**src/design/key_suffix_dedup_table_macros.svh**
```systemverilog
// ----------------------------------------------------------------------------
// Key suffix dedup table: assertion macros
// Concurrent assertion wrappers shared by the RTL files.
// ----------------------------------------------------------------------------
`ifndef KEY_SUFFIX_DEDUP_TABLE_MACROS_SVH
`define KEY_SUFFIX_DEDUP_TABLE_MACROS_SVH

`ifndef ASSERT_OFF

// Check a property on every clock edge outside reset.
`define KSDT_ASSERT(lbl, clk, rstn, prop, msg) \
    lbl: assert property (@(posedge clk) disable iff (!(rstn)) (prop)) else $error(msg);

// Check a property on every clock edge, reset included.
`define KSDT_ASSERT_ALWAYS(lbl, clk, prop, msg) \
    lbl: assert property (@(posedge clk) (prop)) else $error(msg);

`else

`define KSDT_ASSERT(lbl, clk, rstn, prop, msg)

`define KSDT_ASSERT_ALWAYS(lbl, clk, prop, msg)

`endif

`endif

```
**src/design/ksdt_pkg.sv**
```systemverilog
`timescale 1ns / 1ps
`default_nettype none
// ----------------------------------------------------------------------------
// Key suffix dedup table package
// Sizes, codes, controller/datapath command types and helper functions.
// ----------------------------------------------------------------------------
package ksdt_pkg;

    localparam int MAX_KEYS      = 64;
    localparam int MAX_REQ_SIGMA = 7;
    localparam int KEY_AW        = $clog2(MAX_KEYS);
    localparam int KEY_CW        = $clog2(MAX_KEYS + 1);
    localparam int TAIL_BYTES    = 8;
    localparam int BYTE_W        = 8;
    localparam int TAIL_W        = TAIL_BYTES * BYTE_W;
    localparam int LEN_W         = 4;
    localparam int REQ_W         = 3;
    localparam int NUM_W         = 6;
    localparam int SIG_W         = 4;
    localparam int ERR_W         = 2;
    localparam int CFG_IDX_W     = 2;
    localparam int CFG_DATA_W    = 3;

    localparam logic [BYTE_W-1:0] QUOTE_BYTE    = 8'h22;
    localparam logic [LEN_W-1:0]  LEN_MAX       = 4'hF;
    localparam logic [REQ_W-1:0]  REQ_SIGMA_RST = 3'd4;

    // configuration register indexes
    localparam logic [CFG_IDX_W-1:0] REG_QUOTED = 2'd0;
    localparam logic [CFG_IDX_W-1:0] REG_SIGMA  = 2'd1;

    // result error codes
    localparam logic [ERR_W-1:0] ERR_OK       = 2'd0;
    localparam logic [ERR_W-1:0] ERR_NO_KEYS  = 2'd1;
    localparam logic [ERR_W-1:0] ERR_EMPTY    = 2'd2;
    localparam logic [ERR_W-1:0] ERR_OVERFLOW = 2'd3;

    typedef struct packed {
        logic load;       // input request taken
        logic start;      // latch sigma and mask, rewind key pointer
        logic ld_err;     // load the error result
        logic key_rd;     // read the key tail table
        logic val_ld;     // mask the tail, rewind scan pointer
        logic uniq_rd;    // read the unique suffix table
        logic scan_next;  // step scan pointer
        logic add_new;    // store a new unique suffix and load its result
        logic hit;        // load a result for a matching suffix
        logic key_next;   // step key pointer
        logic clr_set;    // return set state to reset values
    } t_dp_cmd;

    typedef struct packed {
        logic [ERR_W-1:0] err_code;
        logic             scan_done;
        logic             match;
        logic             res_last;
    } t_dp_sts;

    function automatic logic [LEN_W-1:0] sat_inc(input logic [LEN_W-1:0] len);
        sat_inc = (len == LEN_MAX) ? LEN_MAX : len + LEN_W'(1);
    endfunction

    function automatic logic [SIG_W-1:0] calc_sigma(input logic [REQ_W-1:0] req,
                                                    input logic             quoted,
                                                    input logic [LEN_W-1:0] min_len);
        logic [SIG_W-1:0] req_c;
        logic [SIG_W-1:0] target;
        logic [SIG_W-1:0] sig;
        req_c = SIG_W'(req);
        if (req_c == '0) begin
            req_c = SIG_W'(1);
        end
        if (req_c > SIG_W'(MAX_REQ_SIGMA)) begin
            req_c = SIG_W'(MAX_REQ_SIGMA);
        end
        target = req_c + SIG_W'(quoted);
        sig    = (SIG_W'(min_len) < target) ? SIG_W'(min_len) : target;
        if (sig > SIG_W'(TAIL_BYTES)) begin
            sig = SIG_W'(TAIL_BYTES);
        end
        calc_sigma = sig;
    endfunction

    function automatic logic [TAIL_W-1:0] sigma_mask(input logic [SIG_W-1:0] sig);
        logic [TAIL_W-1:0] m;
        m = '0;
        for (int b = 0; b < TAIL_BYTES; b++) begin
            if (SIG_W'(b) < sig) begin
                m[b*BYTE_W +: BYTE_W] = '1;
            end
        end
        sigma_mask = m;
    endfunction

endpackage
`default_nettype wire

```
**src/design/ksdt_ctrl.sv**
```systemverilog
`timescale 1ns / 1ps
`default_nettype none
`include "key_suffix_dedup_table_macros.svh"
// ----------------------------------------------------------------------------
// Key suffix dedup table controller
// Sequences loading, the set-end check, the per-key suffix scan and output.
// ----------------------------------------------------------------------------
module ksdt_ctrl (
    input  wire               i_clk,
    input  wire               i_rst_n,
    input  wire               i_in_valid,
    input  wire               i_in_eos,
    input  wire               i_out_ready,
    input  wire ksdt_pkg::t_dp_sts i_sts,
    output logic              o_in_ready,
    output logic              o_out_valid,
    output ksdt_pkg::t_dp_cmd o_cmd
);
    import ksdt_pkg::*;

    localparam logic [2:0] ST_LOAD  = 3'd0;
    localparam logic [2:0] ST_CHECK = 3'd1;
    localparam logic [2:0] ST_KREAD = 3'd2;
    localparam logic [2:0] ST_KMASK = 3'd3;
    localparam logic [2:0] ST_SCAN  = 3'd4;
    localparam logic [2:0] ST_CMP   = 3'd5;
    localparam logic [2:0] ST_OUT   = 3'd6;

    logic [2:0] r_state;
    logic [2:0] n_state;

    always_comb begin
        n_state     = r_state;
        o_cmd       = '0;
        o_in_ready  = 1'b0;
        o_out_valid = 1'b0;
        unique case (r_state)
            ST_LOAD: begin
                o_in_ready = 1'b1;
                o_cmd.load = i_in_valid;
                if (i_in_valid && i_in_eos) begin
                    n_state = ST_CHECK;
                end
            end
            ST_CHECK: begin
                if (i_sts.err_code != ERR_OK) begin
                    o_cmd.ld_err = 1'b1;
                    n_state      = ST_OUT;
                end else begin
                    o_cmd.start = 1'b1;
                    n_state     = ST_KREAD;
                end
            end
            ST_KREAD: begin
                o_cmd.key_rd = 1'b1;
                n_state      = ST_KMASK;
            end
            ST_KMASK: begin
                o_cmd.val_ld = 1'b1;
                n_state      = ST_SCAN;
            end
            ST_SCAN: begin
                // no stored suffix left to compare: this one is new
                if (i_sts.scan_done) begin
                    o_cmd.add_new = 1'b1;
                    n_state       = ST_OUT;
                end else begin
                    o_cmd.uniq_rd = 1'b1;
                    n_state       = ST_CMP;
                end
            end
            ST_CMP: begin
                if (i_sts.match) begin
                    o_cmd.hit = 1'b1;
                    n_state   = ST_OUT;
                end else begin
                    o_cmd.scan_next = 1'b1;
                    n_state         = ST_SCAN;
                end
            end
            ST_OUT: begin
                o_out_valid = 1'b1;
                if (i_out_ready) begin
                    if (i_sts.res_last) begin
                        o_cmd.clr_set = 1'b1;
                        n_state       = ST_LOAD;
                    end else begin
                        o_cmd.key_next = 1'b1;
                        n_state        = ST_KREAD;
                    end
                end
            end
            default: begin
                n_state = ST_LOAD;
            end
        endcase
    end

    always_ff @(posedge i_clk) begin
        if (!i_rst_n) begin
            r_state <= ST_LOAD;
        end else begin
            r_state <= n_state;
        end
    end

    `KSDT_ASSERT(a_eos_to_check, i_clk, i_rst_n,
        (r_state == ST_LOAD && i_in_valid && i_in_eos) |=> (r_state == ST_CHECK),
        "set end did not start the check")
    `KSDT_ASSERT(a_out_hold, i_clk, i_rst_n,
        (r_state == ST_OUT && !i_out_ready) |=> (r_state == ST_OUT),
        "result dropped while stalled")
    `KSDT_ASSERT(a_cmd_excl, i_clk, i_rst_n,
        $onehot0({o_cmd.key_rd, o_cmd.val_ld, o_cmd.uniq_rd, o_cmd.scan_next,
                  o_cmd.add_new, o_cmd.hit, o_cmd.ld_err, o_cmd.start}),
        "conflicting datapath commands")

endmodule
`default_nettype wire

```
**config.mk**
```make
export PLATFORM = sky130hd
export DESIGN_NAME = ksdt_ctrl
export DESIGN_NICKNAME = d
export VERILOG_FILES = /design/src/design/ksdt_pkg.sv /design/src/design/ksdt_ctrl.sv
export VERILOG_INCLUDE_DIRS = /design/src /design/src/design
export SDC_FILE = /design/constraint.sdc
export NUM_CORES = 1
export LEC_CHECK = 0
export BUFFER_PORTS_ARGS = -buffer_cell sky130_fd_sc_hd__buf_2
export CORE_AREA = 5 5 42 44
export DETAILED_ROUTE_END_ITERATION = 8
export DIE_AREA = 0 0 47 49
export PLACE_DENSITY = 0.48
export SKIP_CTS_REPAIR_TIMING = 1
export SYNTH_ARGS = -nofsm -noshare
export SYNTH_HDL_FRONTEND = slang
export SYNTH_SLANG_ARGS = --single-unit
```
**constraint.sdc**
```tcl
create_clock -name i_clk -period 2.2 [get_ports i_clk]
set_input_delay 0.11 -clock i_clk [delete_from_list [all_inputs] [get_ports i_clk]]
set_output_delay 0.11 -clock i_clk [all_outputs]
set_load 0.005 [all_outputs]
```
==> results.py, run 1 <==
metrics = {
    "clock_network": {
        "htree_levels": 1,
        "tritoncts": "built",
        "clk_pin_slew_ps": 40,
        "clockBufferDepth": 2,
        "clock-sinks": 3,
        "numCtsBuffers": 3,
        "clockRootBuffer": "clkbuf_4",
        "clk_latency_ps": 230,
    },
    "route": {
        "wl_per_cell_um": 10.9,
        "drt_iter0_drc": 1,
        "ant_nets": 0,
        "vias": 350,
        "via_per_inst": 4.43,
        "drt-total-wl_um": 861,
        "drcViolationCount": 0,
        "drt-pass1-iter-count": 2,
    },
    "logic_synthesis": {
        "syn_inst": 40,
        "yosysWarnings": 0,
        "yosysTopAreaCell": "dfxtp_1",
        "synthTopCellsByArea": "dfxtp_1 20%, and3b_1 8.5%, buf_6 7.3%, nand2_1 6.1%, nor2_1 6.1%",
        "synth_cell_types": 24,
        "synth_area_sq_um": 308,
        "syn_nets": 50,
        "synth_top_flop_cell": "dfxtp_1",
        "synth-edff-count": 0,
        "async_flop_share_pct": 0,
        "yosysSeqAreaShare_pct": 19.5,
        "yosys-top-cells-count": "5 x nand2_1, 5 x nor2_1, 3 x and3b_1, 3 x dfxtp_1",
        "synth_top_area_share_pct": 19.5,
        "syn_area_per_cell_sq_um": 7.69,
        "synth_seq_cells": 3,
    },
    "global_routing": {
        "track_usage_pct": 8.02,
        "grt_pass1_vias": 353,
        "grt_max_degree": 16,
        "overflow": 0,
        "antenna_found_initial": 0,
        "grt_pass1_wl_um": 1410,
    },
    "worst_hold_path": {
        "whs_path_depth": 3,
        "hp-class": "in2reg",
    },
    "critical_path": {
        "critPathMaxStageDelay_ps": 560,
        "crit_buf_inv": 1,
        "cp_top_family": "flip-flops",
        "cp-end-kind": "primary output",
        "worstPathRequired_ps": 2090,
        "cp_slowest_cell": "dfxtp_1",
        "critical_path_class": "reg2out",
        "r2r_cells": 3,
        "path_depth": 3,
        "critPathMaxFanout": 15,
        "critPathArrivalTime_ps": 1460,
        "worstSetupStartpointType": "flop",
        "crit_chain": "or3b_4, nor3_2, buf_2",
    },
    "sta": {
        "clock.fmax_mhz": 637,
        "fin_worst_skew_ps": 1.03,
        "rsz0062_at_grt": "no",
        "hold_viol": 0,
        "fin_crit_sh_pct": 71.4,
        "layout_min_cycle_time_ps": 1570,
        "fin_tns_setup_ps": 0,
        "relSlewSlack_pct": 72.3,
        "whs_ps": 127,
        "finalWorstSetupSlack_ps": 629,
        "slew_violations": 0,
        "setup_viol": 0,
        "tightest_slew_ps": 414,
    },
    "job": {
        "maxCapViolCount": 0,
    },
    "die": {
        "dieWidth_um": 47,
        "start_util_pct": 22.0,
        "rows": 14,
        "die_y_um": 49,
        "fp.dieArea_sq_mm": 0.00230,
        "core_area_sq_mm": 0.00140,
        "ioPinCount": 23,
    },
    "power": {
        "vdd_ir_drop_max_mv": 0.241,
        "p_clk_share_pct": 31.7,
        "p_int_mw": 0.196,
        "power.density_mw_per_mm2": 698,
        "pwr-share-seq_pct": 31.8,
        "p_switching_mw": 0.108,
        "p_comb_share_pct": 36.6,
        "swShare_pct": 35.6,
        "leakage_nw": 0.238,
    },
    "final_layout": {
        "fin_nets": 74,
        "fin_util_pct": 31.2,
        "top_regs": "r_state (3)",
        "area_growth_pct": 41.9,
        "drive_gt1_share_pct": 44.4,
        "top_register": "r_state",
        "multi_input_comb_area_sq_um": 220,
        "largest_reg_flops": 3,
        "fillCellCount": 173,
        "diodes": 0,
        "layoutNonFillerInstCount": 79,
        "seqCellArea_sq_um": 60.1,
    },
    "placement": {
        "pre_cts_slack_ps": 866,
        "io_buffer_count": 22,
        "gp_congestion": 0.685,
        "post-place-cells": 75,
        "dp_hpwl_um": 654,
    },
    "status": {
        "outcome": "finished, final reports clean",
    },
}
==> cell type report <==
| class | count | area share (%) |
|---|---|---|
| timing repair buffer | 22 | 25.2 |
| clock buffer | 4 | 6.02 |
| multi-input combinational | 34 | 50.4 |
| tap | 16 | 4.58 |
| sequential | 3 | 13.8 |
==> final timing paths <==
kind              start         end  slack, ps
max          r_state[0]    o_cmd[9]        630
min             i_rst_n  r_state[2]        130
min reg2reg  r_state[2]  r_state[2]        660
max reg2reg  r_state[0]  r_state[1]        980
==> cell families (layout without fill, tap and decap cells) <==
| logic type | count (synthesis) | count (layout) | synth area share [%] |
|---|---|---|---|
| flip-flops | 3 | 3 | 19.5 |
| AO/OA/AOI/OAI | 8 | 8 | 21.1 |
| buffers and inverters | 3 | 26 | 8.94 |
| AND/OR/NAND/NOR | 26 | 26 | 50.4 |
==> worst reg2reg max path: cells and delay by family, from the launching register on <==
| kind | cells | cell delay (ps) |
|---|---|---|
| AOI/OAI and AO/OA | 2 | 440 |
| DFF | 1 | 560 |
| and+or+nand+nor | 1 | 140 |
==> through the flow <==
stage                     area (sq um)  total power [mW]
after floorplan                    308             0.175
after global placement             410             0.209
after detailed placement           410             0.211
after CTS                          437             0.311
after global routing               437             0.330
final                              437             0.305
==> power groups by stage <==
stage                     sequential (mW)  combinational (mW)  clock [mW]
final                              0.0968               0.111      0.0965
after global routing                0.103               0.124       0.103
after CTS                          0.0970               0.113       0.101
after detailed placement           0.0978               0.113           0
after global placement             0.0967               0.112           0
after floorplan                    0.0743               0.101           0
==> routing by layer <==
| metal | up-vias | wire length (um) | GRT usage (%) |
|---|---|---|---|
| li1 | 188 | - | - |
| met5 | - | 0 | 0 |
| met2 | 15 | 379 | 11.8 |
| met1 | 145 | 406 | 10.7 |
| met3 | 2 | 66 | 1.48 |
| met4 | 0 | 8 | 4.15 |
==> placed cells by master (no fill, tap or decap), types with 2 or more instances in the layout <==
cell type / instances
nor2_1: 5
nor3_1: 2
and3_1: 2
clkbuf_4: 3
nor3b_1: 2
dfxtp_1: 3
nand2_1: 5
buf_2: 22
and3b_1: 3
(Power assumes the default switching activity.)
==> inputs of run 2 (changes only) <==
Settings changed: PLACE_DENSITY 0.48 to 0.5.
Clock period 2.2 ns to 1.4 ns, I/O delays scaled along.
==> results.py, run 2 (synthesis gave the netlist of run 1 again) <==
metrics = {
    "clock_network": {
        "clockRootBuffer": "clkbuf_4",
        "htree_levels": 1,
        "clock-sinks": 3,
        "clk_latency_ps": 230,
        "tritoncts": "built",
        "numCtsBuffers": 3,
        "clockBufferDepth": 2,
        "clk_pin_slew_ps": 30,
    },
    "route": {
        "ant_nets": 0,
        "drt-pass1-iter-count": 2,
        "wl_per_cell_um": 10.5,
        "drt_iter0_drc": 1,
        "via_per_inst": 4.40,
        "drcViolationCount": 0,
        "vias": 352,
        "drt-total-wl_um": 836,
    },
    "sta": {
        "slew_violations": 0,
        "hold_viol": 0,
        "rsz0062_at_grt": "no",
        "fin_crit_sh_pct": 91.9,
        "layout_min_cycle_time_ps": 1290,
        "setup_viol": 0,
        "relSlewSlack_pct": 81.5,
        "fin_worst_skew_ps": 0.712,
        "tightest_slew_ps": 275,
        "clock.fmax_mhz": 778,
    },
    "power": {
        "vdd_ir_drop_max_mv": 0.370,
        "power.density_mw_per_mm2": 1080,
        "swShare_pct": 33.9,
        "p_switching_mw": 0.165,
        "p_comb_share_pct": 40.2,
        "pwr-share-seq_pct": 29.8,
        "p_int_mw": 0.322,
        "p_clk_share_pct": 29.9,
        "power_mw": 0.487,
        "leakage_nw": 0.245,
    },
    "final_layout": {
        "final_cell_mix": "22 x buf_2, 5 x nor2_1, 5 x nand2_1",
        "layout_commonest_cell": "buf_2",
        "diodes": 0,
        "drive_gt1_share_pct": 51.6,
        "top_regs": "r_state (3)",
        "top_register": "r_state",
        "largest_reg_flops": 3,
        "final_cell_area_sq_um": 450,
        "layoutNonFillerInstCount": 80,
        "area_growth_pct": 46.3,
        "fin_nets": 75,
    },
    "global_routing": {
        "overflow": 0,
        "grt_util_met3_pct": 2.21,
        "track_usage_pct": 8.30,
        "grt_busiest_layer": "met1",
        "grt_pass1_vias": 339,
        "use_met1_pct": 12.5,
        "grt_max_degree": 13,
        "antenna_found_initial": 0,
        "met2_usage_pct": 10.4,
        "grt_pass1_wl_um": 1460,
    },
    "die": {
        "fp.dieArea_sq_mm": 0.00230,
        "die_y_um": 49,
        "core_area_sq_mm": 0.00140,
        "ioPinCount": 23,
        "start_util_pct": 22.0,
        "rows": 14,
        "dieWidth_um": 47,
    },
    "critical_path": {
        "critPathArrivalTime_ps": 1220,
        "worstSetupStartpointType": "flop",
        "critical_path_class": "reg2out",
        "reg2reg_from": "r_state[0]",
        "worstPathRequired_ps": 1330,
        "critPathMaxFanout": 7,
        "cp-end-kind": "primary output",
        "cp-startpoint": "r_state[0]",
    },
    "worst_hold_path": {
        "hp-class": "in2reg",
        "hold_start": "i_rst_n",
    },
    "placement": {
        "dp_hpwl_um": 671,
        "io_buffer_count": 22,
        "place_area_sq_um": 418,
        "gp_congestion": 0.783,
        "post-place-cells": 76,
    },
    "status": {
        "outcome": "finished, final reports clean",
    },
    "job": {
        "maxCapViolCount": 0,
    },
}
-- run 2: changes by cell type in the layout (fill, tap and decap cells not counted) --
cell / change
dfxtp_2: +3
buf_4: +1
nor2b_2: +1
dfxtp_1: -3
nor2b_1: -1
-- run 2: worst paths after layout --
check                                   to  slack, ps  depth (start not counted)
worst max-delay path              o_cmd[9]        110                          3
worst min-delay path            r_state[2]         80                          3
worst max register to register  r_state[1]        330                          4
worst min register to register  r_state[2]        550                          2
-- run 2: area by class of cell --
type / count / area, sq um
flip-flops and latches: 3 / 63.8
fillers: 166 / 951
well taps: 16 / 20.0
repair buffers: 23 / 118
clock buffers: 4 / 26.3
multi-input cells: 34 / 223
-- run 2: layer usage --
metal	up-vias	wire, um
met1	150	402
met2	14	368
li1	188	-
met5	-	0
met4	0	0
met3	0	64
-- run 2: power by group through the flow --
stage	registers [mW]	logic (mW)	clock network (mW)
3_5_place_dp	0.142	0.196	0
4_1_cts	0.141	0.197	0.153
5_1_grt	0.152	0.223	0.169
2_1_floorplan	0.117	0.158	0
3_3_place_gp	0.141	0.197	0
6_report	0.145	0.196	0.146
-- run 2: critical path: stages (launching register included) --
cell	delay, ps
dfxtp_2	370
or3b_4	400
nor3_2	90
buf_2	130
-- run 2: stage by stage --
step | TNS [ps] | hold slack [ps] | setup slack, ps | util, %
2_1_floorplan | 0 | 164 | 398 | -
3_3_place_gp | 0 | 333 | 247 | 29.8
3_5_place_dp | 0 | 323 | 236 | 29.8
4_1_cts | -19.7 | 80.5 | -19.7 | 31.7
5_1_grt | 0 | 82.5 | 27.2 | 32.1
6_report | 0 | 83.2 | 114 | 32.1
